`src/assert_macros.svh`:
```
// Assertion helpers shared by the RTL.
// Both macros assume a clock named clk and an active-low reset named rst_n in scope.
`ifndef ASSERT_MACROS_SVH
`define ASSERT_MACROS_SVH
`ifndef ASSERT_OFF
`define AST_PROP(lbl, prop, msg) \
  lbl: assert property (@(posedge clk) disable iff (!rst_n) prop) else $error(msg);
`define AST_NEVER(lbl, cond, msg) \
  lbl: assert property (@(posedge clk) disable iff (!rst_n) !(cond)) else $error(msg);
`else
`define AST_PROP(lbl, prop, msg)
`define AST_NEVER(lbl, cond, msg)
`endif
`endif

```
`src/pdts_pkg.sv`:
```
package pdts_pkg;

  localparam int PENDING_DEPTH_DEF = 16;
  localparam int RUNNING_DEPTH_DEF = 8;
  localparam logic [3:0] MAX_RUNNING_RST = 4'd8;

  // Operation codes of an input item.
  typedef enum logic [1:0] {
    OP_SCHED  = 2'd0,
    OP_CANCEL = 2'd1,
    OP_TICK   = 2'd2,
    OP_QUERY  = 2'd3
  } pdts_op_t;

  typedef struct packed {
    logic [1:0]  operation;
    logic [3:0]  task_kind;
    logic [15:0] task_priority;
    logic [31:0] deadline;
    logic [4:0]  target_id;
  } in_item_t;

  typedef struct packed {
    logic       op_ok;
    logic [4:0] assigned_id;
    logic       is_running;
    logic [4:0] pending_count;
    logic [3:0] running_count;
  } out_item_t;

  // One pending entry.
  typedef struct packed {
    logic [4:0]  id;
    logic [3:0]  kind;
    logic [15:0] prio;
    logic [31:0] dl;
  } pend_ent_t;

  // One running entry carries the running mark as well.
  typedef struct packed {
    pend_ent_t ent;
    logic      mark;
  } run_ent_t;

  typedef enum logic [2:0] {
    ST_IDLE,
    ST_SCH_FIND,
    ST_CAN_P,
    ST_CAN_R,
    ST_PROMO,
    ST_COMPACT,
    ST_QRY,
    ST_FIN
  } pdts_state_t;

  // Commands from the controller to the datapath.
  typedef struct packed {
    logic start;
    logic pidx_inc;
    logic ridx_inc;
    logic ins;
    logic p_remove;
    logic r_clr;
    logic promote;
    logic compact;
    logic r_fin;
    logic set_run;
    logic load_out;
  } pdts_cmd_t;

  // Status from the datapath to the controller.
  typedef struct packed {
    logic p_end;
    logic p_before;
    logic p_match;
    logic p_full;
    logic r_end;
    logic r_match;
    logic can_promote;
    logic out_free;
  } pdts_sts_t;

endpackage

```
`src/priority_deadline_task_scheduler.sv`:
```
// A schedule to a list that is not full, or a cancel, walks the pending list one entry a cycle,
// a cancel miss then the running list; a query walks the running list; a tick moves one task
// a cycle, then compacts the running list one a cycle. The result waits while the output stalls.
// One item at a time: the next is taken the cycle after the result is loaded.
// Reset (rst_n, synchronous, active low) empties both lists and sets the limit to 8.
`include "assert_macros.svh"
module priority_deadline_task_scheduler import pdts_pkg::*; #(
  parameter int PENDING_DEPTH = PENDING_DEPTH_DEF,
  parameter int RUNNING_DEPTH = RUNNING_DEPTH_DEF
) (
  input  logic       clk,
  input  logic       rst_n,
  input  logic       cfg_wr_en,
  input  logic [3:0] cfg_wr_data,
  input  logic       in_valid,
  output logic       in_stall,
  input  in_item_t   in_data,
  output logic       out_valid,
  input  logic       out_stall,
  output out_item_t  out_data
);

  pdts_cmd_t  cmd;
  pdts_sts_t  sts;
  logic [5:0] moves;

  // Sequencer.
  pdts_ctrl u_ctrl (
    .clk      (clk),
    .rst_n    (rst_n),
    .in_valid (in_valid),
    .in_op    (in_data.operation),
    .in_stall (in_stall),
    .sts      (sts),
    .cmd      (cmd)
  );

  // Lists, counters and output register.
  pdts_datapath #(
    .PENDING_DEPTH (PENDING_DEPTH),
    .RUNNING_DEPTH (RUNNING_DEPTH)
  ) u_dp (
    .clk         (clk),
    .rst_n       (rst_n),
    .cfg_wr_en   (cfg_wr_en),
    .cfg_wr_data (cfg_wr_data),
    .in_data     (in_data),
    .cmd         (cmd),
    .sts         (sts),
    .out_stall   (out_stall),
    .out_valid   (out_valid),
    .out_data    (out_data)
  );

  // List commands that must never coincide.
  assign moves = {cmd.ins, cmd.p_remove, cmd.r_clr, cmd.promote, cmd.compact, cmd.set_run};

  `AST_PROP(a_busy_after_accept, (in_valid && !in_stall) |=> in_stall, "no stall after accept")
  `AST_PROP(a_load_shows, cmd.load_out |=> out_valid, "loaded result not shown")
  `AST_NEVER(a_ins_full, cmd.ins && sts.p_full, "insert into a full pending list")
  `AST_PROP(a_one_move, $onehot0(moves), "conflicting list commands")

endmodule

```
`src/pdts_ctrl.sv`:
```
module pdts_ctrl import pdts_pkg::*; (
  input  logic       clk,
  input  logic       rst_n,
  input  logic       in_valid,
  input  logic [1:0] in_op,
  output logic       in_stall,
  input  pdts_sts_t  sts,
  output pdts_cmd_t  cmd
);

  pdts_state_t state_r, state_nxt;

  // State register.
  always_ff @(posedge clk) begin
    if (!rst_n) begin
      state_r <= ST_IDLE;
    end else begin
      state_r <= state_nxt;
    end
  end

  // Next state.
  always_comb begin
    state_nxt = state_r;
    unique case (state_r)
      ST_IDLE: begin
        if (in_valid) begin
          unique case (pdts_op_t'(in_op))
            OP_SCHED:  state_nxt = sts.p_full ? ST_FIN : ST_SCH_FIND;
            OP_CANCEL: state_nxt = ST_CAN_P;
            OP_TICK:   state_nxt = ST_PROMO;
            OP_QUERY:  state_nxt = ST_QRY;
            default:   state_nxt = ST_FIN;
          endcase
        end
      end
      ST_SCH_FIND: begin
        if (sts.p_end || sts.p_before) state_nxt = ST_FIN;
      end
      ST_CAN_P: begin
        if (sts.p_end) state_nxt = ST_CAN_R;
        else if (sts.p_match) state_nxt = ST_FIN;
      end
      ST_CAN_R: begin
        if (sts.r_end || sts.r_match) state_nxt = ST_FIN;
      end
      ST_PROMO: begin
        if (!sts.can_promote) state_nxt = ST_COMPACT;
      end
      ST_COMPACT: begin
        if (sts.r_end) state_nxt = ST_FIN;
      end
      ST_QRY: begin
        if (sts.r_end || sts.r_match) state_nxt = ST_FIN;
      end
      ST_FIN: begin
        if (sts.out_free) state_nxt = ST_IDLE;
      end
      default: state_nxt = ST_IDLE;
    endcase
  end

  // Command outputs.
  always_comb begin
    cmd      = '0;
    in_stall = (state_r != ST_IDLE);
    unique case (state_r)
      ST_IDLE: cmd.start = in_valid;
      ST_SCH_FIND: begin
        if (sts.p_end || sts.p_before) cmd.ins = 1'b1;
        else cmd.pidx_inc = 1'b1;
      end
      ST_CAN_P: begin
        if (!sts.p_end) begin
          if (sts.p_match) cmd.p_remove = 1'b1;
          else cmd.pidx_inc = 1'b1;
        end
      end
      ST_CAN_R: begin
        if (!sts.r_end) begin
          if (sts.r_match) cmd.r_clr = 1'b1;
          else cmd.ridx_inc = 1'b1;
        end
      end
      ST_PROMO: cmd.promote = sts.can_promote;
      ST_COMPACT: begin
        if (sts.r_end) cmd.r_fin = 1'b1;
        else cmd.compact = 1'b1;
      end
      ST_QRY: begin
        if (!sts.r_end) begin
          if (sts.r_match) cmd.set_run = 1'b1;
          else cmd.ridx_inc = 1'b1;
        end
      end
      ST_FIN: cmd.load_out = sts.out_free;
      default: cmd = '0;
    endcase
  end

endmodule

```
`src/pdts_datapath.sv`:
```
module pdts_datapath import pdts_pkg::*; #(
  parameter int PENDING_DEPTH = PENDING_DEPTH_DEF,
  parameter int RUNNING_DEPTH = RUNNING_DEPTH_DEF
) (
  input  logic       clk,
  input  logic       rst_n,
  input  logic       cfg_wr_en,
  input  logic [3:0] cfg_wr_data,
  input  in_item_t   in_data,
  input  pdts_cmd_t  cmd,
  output pdts_sts_t  sts,
  input  logic       out_stall,
  output logic       out_valid,
  output out_item_t  out_data
);

  localparam int PCW = $clog2(PENDING_DEPTH + 1);
  localparam int PIW = $clog2(PENDING_DEPTH);
  localparam int RCW = $clog2(RUNNING_DEPTH + 1);
  localparam int RIW = (RUNNING_DEPTH > 1) ? $clog2(RUNNING_DEPTH) : 1;

  logic [3:0]     max_run_r;
  logic [PCW-1:0] psize_r, pidx_r;
  logic [RCW-1:0] rsize_r, ridx_r, wptr_r;
  logic           ok_r, qrun_r;
  logic [4:0]     aid_r;
  in_item_t       fld_r;
  pend_ent_t      pend_r   [PENDING_DEPTH];
  pend_ent_t      pend_nxt [PENDING_DEPTH];
  run_ent_t       runl_r   [RUNNING_DEPTH];
  run_ent_t       runl_nxt [RUNNING_DEPTH];
  logic           out_valid_r;
  out_item_t      out_data_r;

  pend_ent_t  p_ent, new_ent;
  run_ent_t   r_ent;
  logic [4:0] new_id;
  logic [7:0] lim;

  // Entries under the scan pointers and the item being scheduled.
  assign p_ent   = pend_r[pidx_r[PIW-1:0]];
  assign r_ent   = runl_r[ridx_r[RIW-1:0]];
  assign new_id  = 5'(psize_r) + 5'(rsize_r) + 5'd1;
  assign new_ent = '{id: new_id, kind: fld_r.task_kind, prio: fld_r.task_priority,
                     dl: fld_r.deadline};

  // The running limit is saturated at the list depth.
  assign lim = ({4'b0, max_run_r} > 8'(RUNNING_DEPTH)) ? 8'(RUNNING_DEPTH)
                                                       : {4'b0, max_run_r};

  // Status towards the controller.
  always_comb begin
    sts.p_end       = (pidx_r == psize_r);
    sts.p_before    = (fld_r.task_priority > p_ent.prio) ||
                      ((fld_r.task_priority == p_ent.prio) && (fld_r.deadline < p_ent.dl));
    sts.p_match     = (p_ent.id == fld_r.target_id);
    sts.p_full      = (psize_r == PCW'(PENDING_DEPTH));
    sts.r_end       = (ridx_r == rsize_r);
    sts.r_match     = (r_ent.ent.id == fld_r.target_id);
    sts.can_promote = (8'(rsize_r) < lim) && (psize_r != '0);
    sts.out_free    = !out_valid_r || !out_stall;
  end

  // Per-entry moves of both lists: insertion, removal, promotion and compaction.
  always_comb begin
    pend_nxt = pend_r;
    runl_nxt = runl_r;
    for (int j = 0; j < PENDING_DEPTH; j++) begin
      if (cmd.ins) begin
        if ((PCW'(j) > pidx_r) && (PCW'(j) <= psize_r)) begin
          pend_nxt[j] = pend_r[(j > 0) ? j - 1 : 0];
        end
        if (PCW'(j) == pidx_r) pend_nxt[j] = new_ent;
      end
      if ((cmd.p_remove && (PCW'(j) >= pidx_r)) || cmd.promote) begin
        pend_nxt[j] = pend_r[(j < PENDING_DEPTH - 1) ? j + 1 : j];
      end
    end
    if (cmd.r_clr) runl_nxt[ridx_r[RIW-1:0]].mark = 1'b0;
    if (cmd.promote) runl_nxt[rsize_r[RIW-1:0]] = '{ent: pend_r[0], mark: 1'b1};
    if (cmd.compact && r_ent.mark) runl_nxt[wptr_r[RIW-1:0]] = r_ent;
  end

  // List storage.
  always_ff @(posedge clk) begin
    pend_r <= pend_nxt;
    runl_r <= runl_nxt;
  end

  // Sizes, configuration and the output valid flag.
  always_ff @(posedge clk) begin
    if (!rst_n) begin
      max_run_r   <= MAX_RUNNING_RST;
      psize_r     <= '0;
      rsize_r     <= '0;
      out_valid_r <= 1'b0;
    end else begin
      if (cfg_wr_en) max_run_r <= cfg_wr_data;
      if (cmd.ins) psize_r <= psize_r + PCW'(1);
      else if (cmd.p_remove || cmd.promote) psize_r <= psize_r - PCW'(1);
      if (cmd.promote) rsize_r <= rsize_r + RCW'(1);
      else if (cmd.r_fin) rsize_r <= wptr_r;
      if (cmd.load_out) out_valid_r <= 1'b1;
      else if (!out_stall) out_valid_r <= 1'b0;
    end
  end

  // Item fields, scan pointers and result flags.
  always_ff @(posedge clk) begin
    if (cmd.start) begin
      fld_r  <= in_data;
      pidx_r <= '0;
      ridx_r <= '0;
      wptr_r <= '0;
      ok_r   <= 1'b0;
      qrun_r <= 1'b0;
      aid_r  <= '0;
    end else begin
      if (cmd.pidx_inc) pidx_r <= pidx_r + PCW'(1);
      if (cmd.ridx_inc || cmd.compact) ridx_r <= ridx_r + RCW'(1);
      if (cmd.compact && r_ent.mark) wptr_r <= wptr_r + RCW'(1);
      if (cmd.ins || cmd.p_remove || cmd.r_clr || cmd.r_fin) ok_r <= 1'b1;
      if (cmd.ins) aid_r <= new_id;
      if (cmd.set_run) qrun_r <= r_ent.mark;
    end
  end

  // Output register.
  always_ff @(posedge clk) begin
    if (cmd.load_out) begin
      out_data_r.op_ok         <= ok_r;
      out_data_r.assigned_id   <= aid_r;
      out_data_r.is_running    <= qrun_r;
      out_data_r.pending_count <= 5'(psize_r);
      out_data_r.running_count <= 4'(rsize_r);
    end
  end

  assign out_valid = out_valid_r;
  assign out_data  = out_data_r;

endmodule

```
`config.mk`:
```
export PLATFORM = sky130hd
export DESIGN_NAME = priority_deadline_task_scheduler
export DESIGN_NICKNAME = d
export VERILOG_FILES = /design/src/pdts_pkg.sv /design/src/priority_deadline_task_scheduler.sv /design/src/pdts_ctrl.sv /design/src/pdts_datapath.sv
export VERILOG_INCLUDE_DIRS = /design/src /design/src/src
export SDC_FILE = /design/constraint.sdc
export NUM_CORES = 2
export LEC_CHECK = 0
export ABC_AREA = 1
export BUFFER_PORTS_ARGS = -buffer_cell sky130_fd_sc_hd__buf_2
export CORE_UTILIZATION = 65
export DETAILED_ROUTE_END_ITERATION = 7
export MAX_ROUTING_LAYER = met4
export PLACE_DENSITY_LB_ADDON = 0.05
export SLEW_MARGIN = 30
export SYNTH_ARGS = -nofsm -noshare
export SYNTH_HDL_FRONTEND = slang
export SYNTH_SLANG_ARGS = --single-unit
```
`constraint.sdc`:
```
create_clock -name clk -period 16.36 [get_ports clk]
set_clock_uncertainty 0.2 [all_clocks]
set_input_delay 2.454 -clock clk [delete_from_list [all_inputs] [get_ports clk]]
set_output_delay 2.454 -clock clk [all_outputs]
set_load 0.05 [all_outputs]
```
; ---- After elaboration in Yosys (flattened, before gate mapping)
; Index checks and enable logic that the tools add are counted.
[totals]
ram_bits = 0
elab_cells = 472
input_bits = 68
out_inout_bits = 18
mem_count = 0
ff_bits = 1486
latchBits = 0
rom_bits = 0
[classes]
addsub = 8
n_mul = 0
bitwise_logic = 5
n_div = 0
shift = 0
n_mux = 119
n_reduce_logical = 120
magnitude_cmp = 57
eq_ne = 39
[op_table]
columns = cell, n
row1 = $mux 57, 63
row2 = $bwmux 464, 3
row3 = $mux 464, 3
row4 = $demux 58 s3, 3
row5 = $mux 58, 4
row6 = $bmux 57 s4, 1
row7 = $bmux 58 s3, 1
row8 = $reduce_bool 3->1, 15
row9 = $eq 4x5->1 const A, 8
row10 = $ge 4x5->1 const A, 8
row11 = $gt 4x5->1 const A, 8
row12 = $le 4x5->1 const A, 8
row13 = $reduce_bool 2->1, 19
row14 = $logic_and 1x1->1, 37
row15 = $lt 32x32->1, 1
row16 = $reduce_and 2->1, 15
row17 = $mux 3, 9
row18 = $logic_or 1x1->1, 25
row19 = $mux 1, 23
row20 = $pmux 3 s7, 1
row21 = $eq 3x5->1 const A, 4
row22 = $ge 3x5->1 const A, 4
row23 = $gt 3x5->1 const A, 4
row24 = $le 3x5->1 const A, 4
row25 = 46 further kinds, 77

; ---- Depth between registers and ports, before layout
[logic_depth]
depth_word = 13
depth_mapped = 27
depth_no_buf = 24

; ---- By module
; Synthesis repeated with hierarchy kept, for this count alone.
[hier_totals]
cells_unflattened = 6531
area_unflattened_um2 = 56360.3
[modules_own_cells]
columns = mod, area_per_inst_um2, n_inst, seq_area_each_um2, cells_each
row1 = pdts_datapath, 55932.4, 1, 29178.0, 6455
row2 = pdts_ctrl, 427.9, 1, 60.1, 76

; ---- Worst setup path before layout
; Ideal clock, no wire load.
[synth_timing]
path_type = reg-to-reg
startpoint = register u_dp.pidx_r[1]
endpoint = register u_dp.pend_r[114] (netlist name) (enable)
arrival_time_ns = 7.748
stages_incl_launch_ff = 24
n_path_buf = 6
setup_time_ns = 0.543
required_ns = 15.617
period_less_slack_ns = 8.491
slack_ns = 7.869
cell_sequence = dfxtp_1 -> buf_4 -> nand2_1 -> buf_2 -> clkbuf_1 -> clkbuf_1 -> clkbuf_1 -> nor2_1 -> a221oi_1 -> o211ai_1 -> a31oi_1 -> ha_1 -> nand2_1 -> inv_1 -> nand3_1 -> nor2_1 -> nand4_1 -> or2_2 -> nor4_1 -> nand2_1 -> nand2_1 -> nand2_1 -> clkbuf_1 -> o31ai_1
[synth_via]
elab_chain_len = 12
elab_cells_between_ends = 26
cone_classes = order compare: 4 / eq/ne: 4 / mux: 8 / bitwise: 1 / reduce/logical: 9
[synth_rtl]
columns = element, line
row1 = from (decl), pdts_datapath.sv:23  ; logic [PCW-1:0] psize_r, pidx_r;
row2 = from (signal assigned), pdts_datapath.sv:119  ; if (cmd.pidx_inc) pidx_r <= pidx_r + PCW'(1);
row3 = $not 4->5 (implied by the code), pdts_datapath.sv:41  ; assign p_ent = pend_r[pidx_r[PIW-1:0]];
row4 = $bmux 57 s4, pdts_datapath.sv:41
row5 = $mux 57 (implied by the code) (2 in a row), pdts_datapath.sv:41
row6 = "$lt 32x32->1, or another cell as far along", pdts_datapath.sv:55  ; ((fld_r.task_priority == p_ent.prio) && (fld_r.deadline < p_ent.dl));
row7 = $logic_and 1x1->1 / $mux 1 (equally long branches), "pdts_datapath.sv:55, pdts_ctrl.sv:75"
row8 = $logic_or 1x1->1 / $mux 1 (equally long branches), "pdts_datapath.sv:54, pdts_ctrl.sv:74"
row9 = $logic_or 1x1->1 / $mux 1 (equally long branches), "pdts_ctrl.sv:70, pdts_ctrl.sv:67"
row10 = $mux 1 / $logic_and 1x1->1 (equally long branches), "pdts_ctrl.sv:70, pdts_datapath.sv:75"
row11 = $mux 1 / $logic_or 1x1->1 (equally long branches), "pdts_ctrl.sv:67, pdts_datapath.sv:75"
row12 = $reduce_bool 2->1 (no line) / $reduce_bool 3->1 (equally long branches), -
row13 = $reduce_and 2->1 (no line) *, -
row14 = to (signal assigned), pdts_datapath.sv:86  ; pend_r <= pend_nxt;
row15 = to (decl), pdts_datapath.sv:28  ; pend_ent_t pend_r [PENDING_DEPTH];
; Mark *: on every way between the ends. The rest lies on a longest branch, timed or not. The select of a mux whose other input is x is not followed.
; A chain may end at the register's enable or synchronous reset.

; ---- Final worst setup path
[layout_timing]
startpoint = register u_dp.pidx_r[1]
endpoint = register u_dp.pend_r[383] (netlist name) (enable)
; Same word-level chain as after synthesis.

==> reports/summary.txt <==
status: finished, violations left
failing checks: DRC
Post-synth top flop: edfxtp_1
leading cell type in the layout, fill and taps excluded: nand2_1
first-pass GRT wire length: 297,000 µm
clock sinks: 1,002
Synth-to-Final Area Change: 7.13%
Clock Latency Late Sink: 0.71 ns
Routed Antenna Nets: 0
initial antenna violation count: 0
final number of setup-violating endpoints: 0
mapped cell area: 0.0569 mm²
RSZ-0062 raised after global routing: no
Clock Tree Root: clkbuf_16
Final Net Count: 6,405
FMAX: 103 MHz
Site Rows: 108
Place WS: 7.25 ns
Routed WL: 201,000 µm
# DRC: 38
crit path max-delay cell type: buf_4
count of final max-slew check failures: 0
Peak VDD IR: 0.000177 V
CTS tree: yes
Mean Syn Cell Area: 8.71 µm²
crit path DAT: 9.81 ns
detail-routed net length per standard cell: 26.7 µm
setup TNS: 0 ns
# placed instances: 7,316
hold slack: 0.237 ns
critical path class: flop to flop
Worst R2R End: u_dp.pend_r[383]$_DFFE_PP_
io pins: 86
layout cells sized above 1: 0.0615
grt ovf: 0
H-tree depth: 3
critical path's largest stage delay: 0.91 ns
CTS Buf Count: 106
CP Cell Sequence: nor2_8 > inv_8 > buf_4 > buf_4 > nor2_1 > a221oi_1 > o211ai_1 > a31oi_1 > ha_1 > nand2_1 > inv_1 > nand3_1 > nor2_1 > nand4_1 > or2_2 > nor4_1 > nand2_1 > nand2_1 > nand2_1 > buf_4 > o21ai_4 > buf_4
PD cells: 175 mW/mm²
commonest non-fill, non-tap cells in the layout: nand2_1, o21ai_0, edfxtp_1
Worst Tran Pin Value: 1.06 ns
Final Cycle Share: 0.592
global-route usage over all layers: 0.456
Finished Cell Area: 0.0610 mm²
Syn Nets: 6,670
die area: 0.0887 mm²
largest net degree at the start of global routing: 177
Worst R2R Start: u_dp.pidx_r[1]$_SDFFE_PP0P_
Tmin final: 9.68 ns
setup slack, reg-to-reg: 6.68 ns
max cap viols: 0
Yosys warning count: 0
GPL Wtd Cong: 0.969
Gate Count Post-Synth: 6,536
worst hold path cell count: 0
DP Area: 0.0576 mm²
WP data required: 16.48 ns
crit path launch type: flop
Die X: 298 µm
CTS Hold Bufs: 0
Netlist cell types: 56
Worst setup EP type: flop
Port Buffer Count: 81
vias in the first global route: 48,700
Yosys reg bits: 1,002
post-synthesis sequential area ratio: 0.514
DR iter-0 viols: 9,247
Hold Path Sink: u_dp.out_data[11]$_DFFE_PP_
n_diodes: 0
Clock Pin Slew Worst Setup and Hold Paths: 0.07 ns
Hold Path Origin: u_dp.aid_r[1]$_SDFFE_PP0N_
Die H: 298 µm
CP Launch Point: u_dp.pidx_r[1]$_SDFFE_PP0P_
worst hold-check path type: flop to flop
Post-Layout Cell Count: 7,512
drt pass-1 iters: 8
Slew HR: 0.293
hpwl dp: 110,000 µm
Post-synth ARST share: 0
fin worst setup slack: 6.68 ns
Core ar.: 0.0868 mm²
clk buf depth: 3
critical-path maximum fanout: 70
via count: 52,400
initial core utilization: 0.656
endpoints failing hold: 0
Post-synth EDFFs: 917
Pleak: 0.0217 µW
R2R depth: 22
vias per cell: 6.98
post-CTS setup buffer count: 0
post-cts sizing count: 0
==> area by class of cell <==
cell class | count | area [µm²]
clock buffers | 139 | 2880
well taps | 1155 | 1450
multi-input cells | 4181 | 22700
flip-flops and latches | 1002 | 29200
clock inverters | 55 | 448
fillers | 6806 | 25800
repair buffers | 165 | 1170
inverters | 815 | 3110
==> per-layer routing <==
metal | wire length [µm] | vias to the layer above | GRT usage
li1 | - | 22700 | -
met1 | 71100 | 24300 | 0.594
met2 | 87100 | 4604 | 0.670
met3 | 31600 | 819 | 0.109
met4 | 10900 | 0 | 0.224
met5 | 0 | - | -
==> cell usage after synthesis (20+ instances only) <==
library cell / number / share of area
o211ai_1: 687 / 0.091
o21ai_0: 1064 / 0.094
nor2_1: 130 / 0.0086
edfxtp_1: 917 / 0.48
a31oi_1: 102 / 0.011
o22ai_1: 137 / 0.015
dfxtp_1: 85 / 0.030
a211oi_1: 43 / 0.0057
clkbuf_1: 395 / 0.026
buf_1: 47 / 0.0031
inv_1: 798 / 0.053
nor3_1: 30 / 0.0026
o221ai_1: 30 / 0.0046
buf_2: 68 / 0.0060
a21oi_1: 208 / 0.018
o21ai_1: 172 / 0.015
nand2_1: 1322 / 0.087
ha_1: 65 / 0.014
xor2_1: 20 / 0.0031
nand3_1: 67 / 0.0059
==> cells by family (layout without fill, tap and decap cells) <==
kind of cell,after synthesis,count (layout),share of synthesized area
DFF,1002,1002,0.514
adders and majority gates,66,66,0.0146
xor gates and xnor gates,27,27,0.00416
buffers and inverters,1353,1174,0.0939
muxes,1,1,0.000176
and+or+nand+nor,1580,1580,0.108
AOI/OAI and AO/OA,2507,2507,0.265
==> report_power, final <==
group | total, µW | internal, µW | switching, µW
sequential | 4170 | 3780 | 388
combinational | 4100 | 1110 | 2990
clock | 2400 | 1350 | 1040
total | 10700 | 6240 | 4420
==> flip-flops by register name, indices dropped and copies added, names as in the netlist, 3 cells and up <==
name,flops
u_dp.out_data,16
u_dp.pend_r,848
u_dp.ridx_r,4
u_dp.max_run_r,4
u_dp.wptr_r,4
u_dp.rsize_r,4
u_dp.fld_r,53
u_dp.aid_r,5
u_dp.runl_r,48
u_dp.psize_r,5
u_dp.pidx_r,5
u_ctrl.state_r,3
==> worst max-delay path by stage <==
stage | endpoint | slack [ns] | cells after the start
after detailed placement | u_dp.pend_r[381]$_DFFE_PP_ | 7.25 | 22
after global placement | u_dp.pend_r[310]$_DFFE_PP_ | 7.33 | 22
after global routing | u_dp.pend_r[387]$_DFFE_PP_ | 6.60 | 22
after floorplan | u_dp.pend_r[114]$_DFFE_PP_ | 7.87 | 23
final | u_dp.pend_r[383]$_DFFE_PP_ | 6.68 | 22
after CTS | u_dp.pend_r[383]$_DFFE_PP_ | 7.20 | 22
==> per-stage QoR <==
stage | utilization | total power, µW
after floorplan | - | 6690
after global placement | 0.662 | 7950
after detailed placement | 0.664 | 8060
after CTS | 0.702 | 10400
after global routing | 0.703 | 11000
final | 0.703 | 10700
==> worst max-delay path, delay by kind of cell, from the launching register on <==
family / cells / cell delay, ns
DFF: 1 / 0.85
and+or+nand+nor: 11 / 2.84
AOI/OAI and AO/OA: 4 / 1.44
adders and majority gates: 1 / 0.18
buffers and inverters: 6 / 3.59
Power figures use the tool's default switching activity.
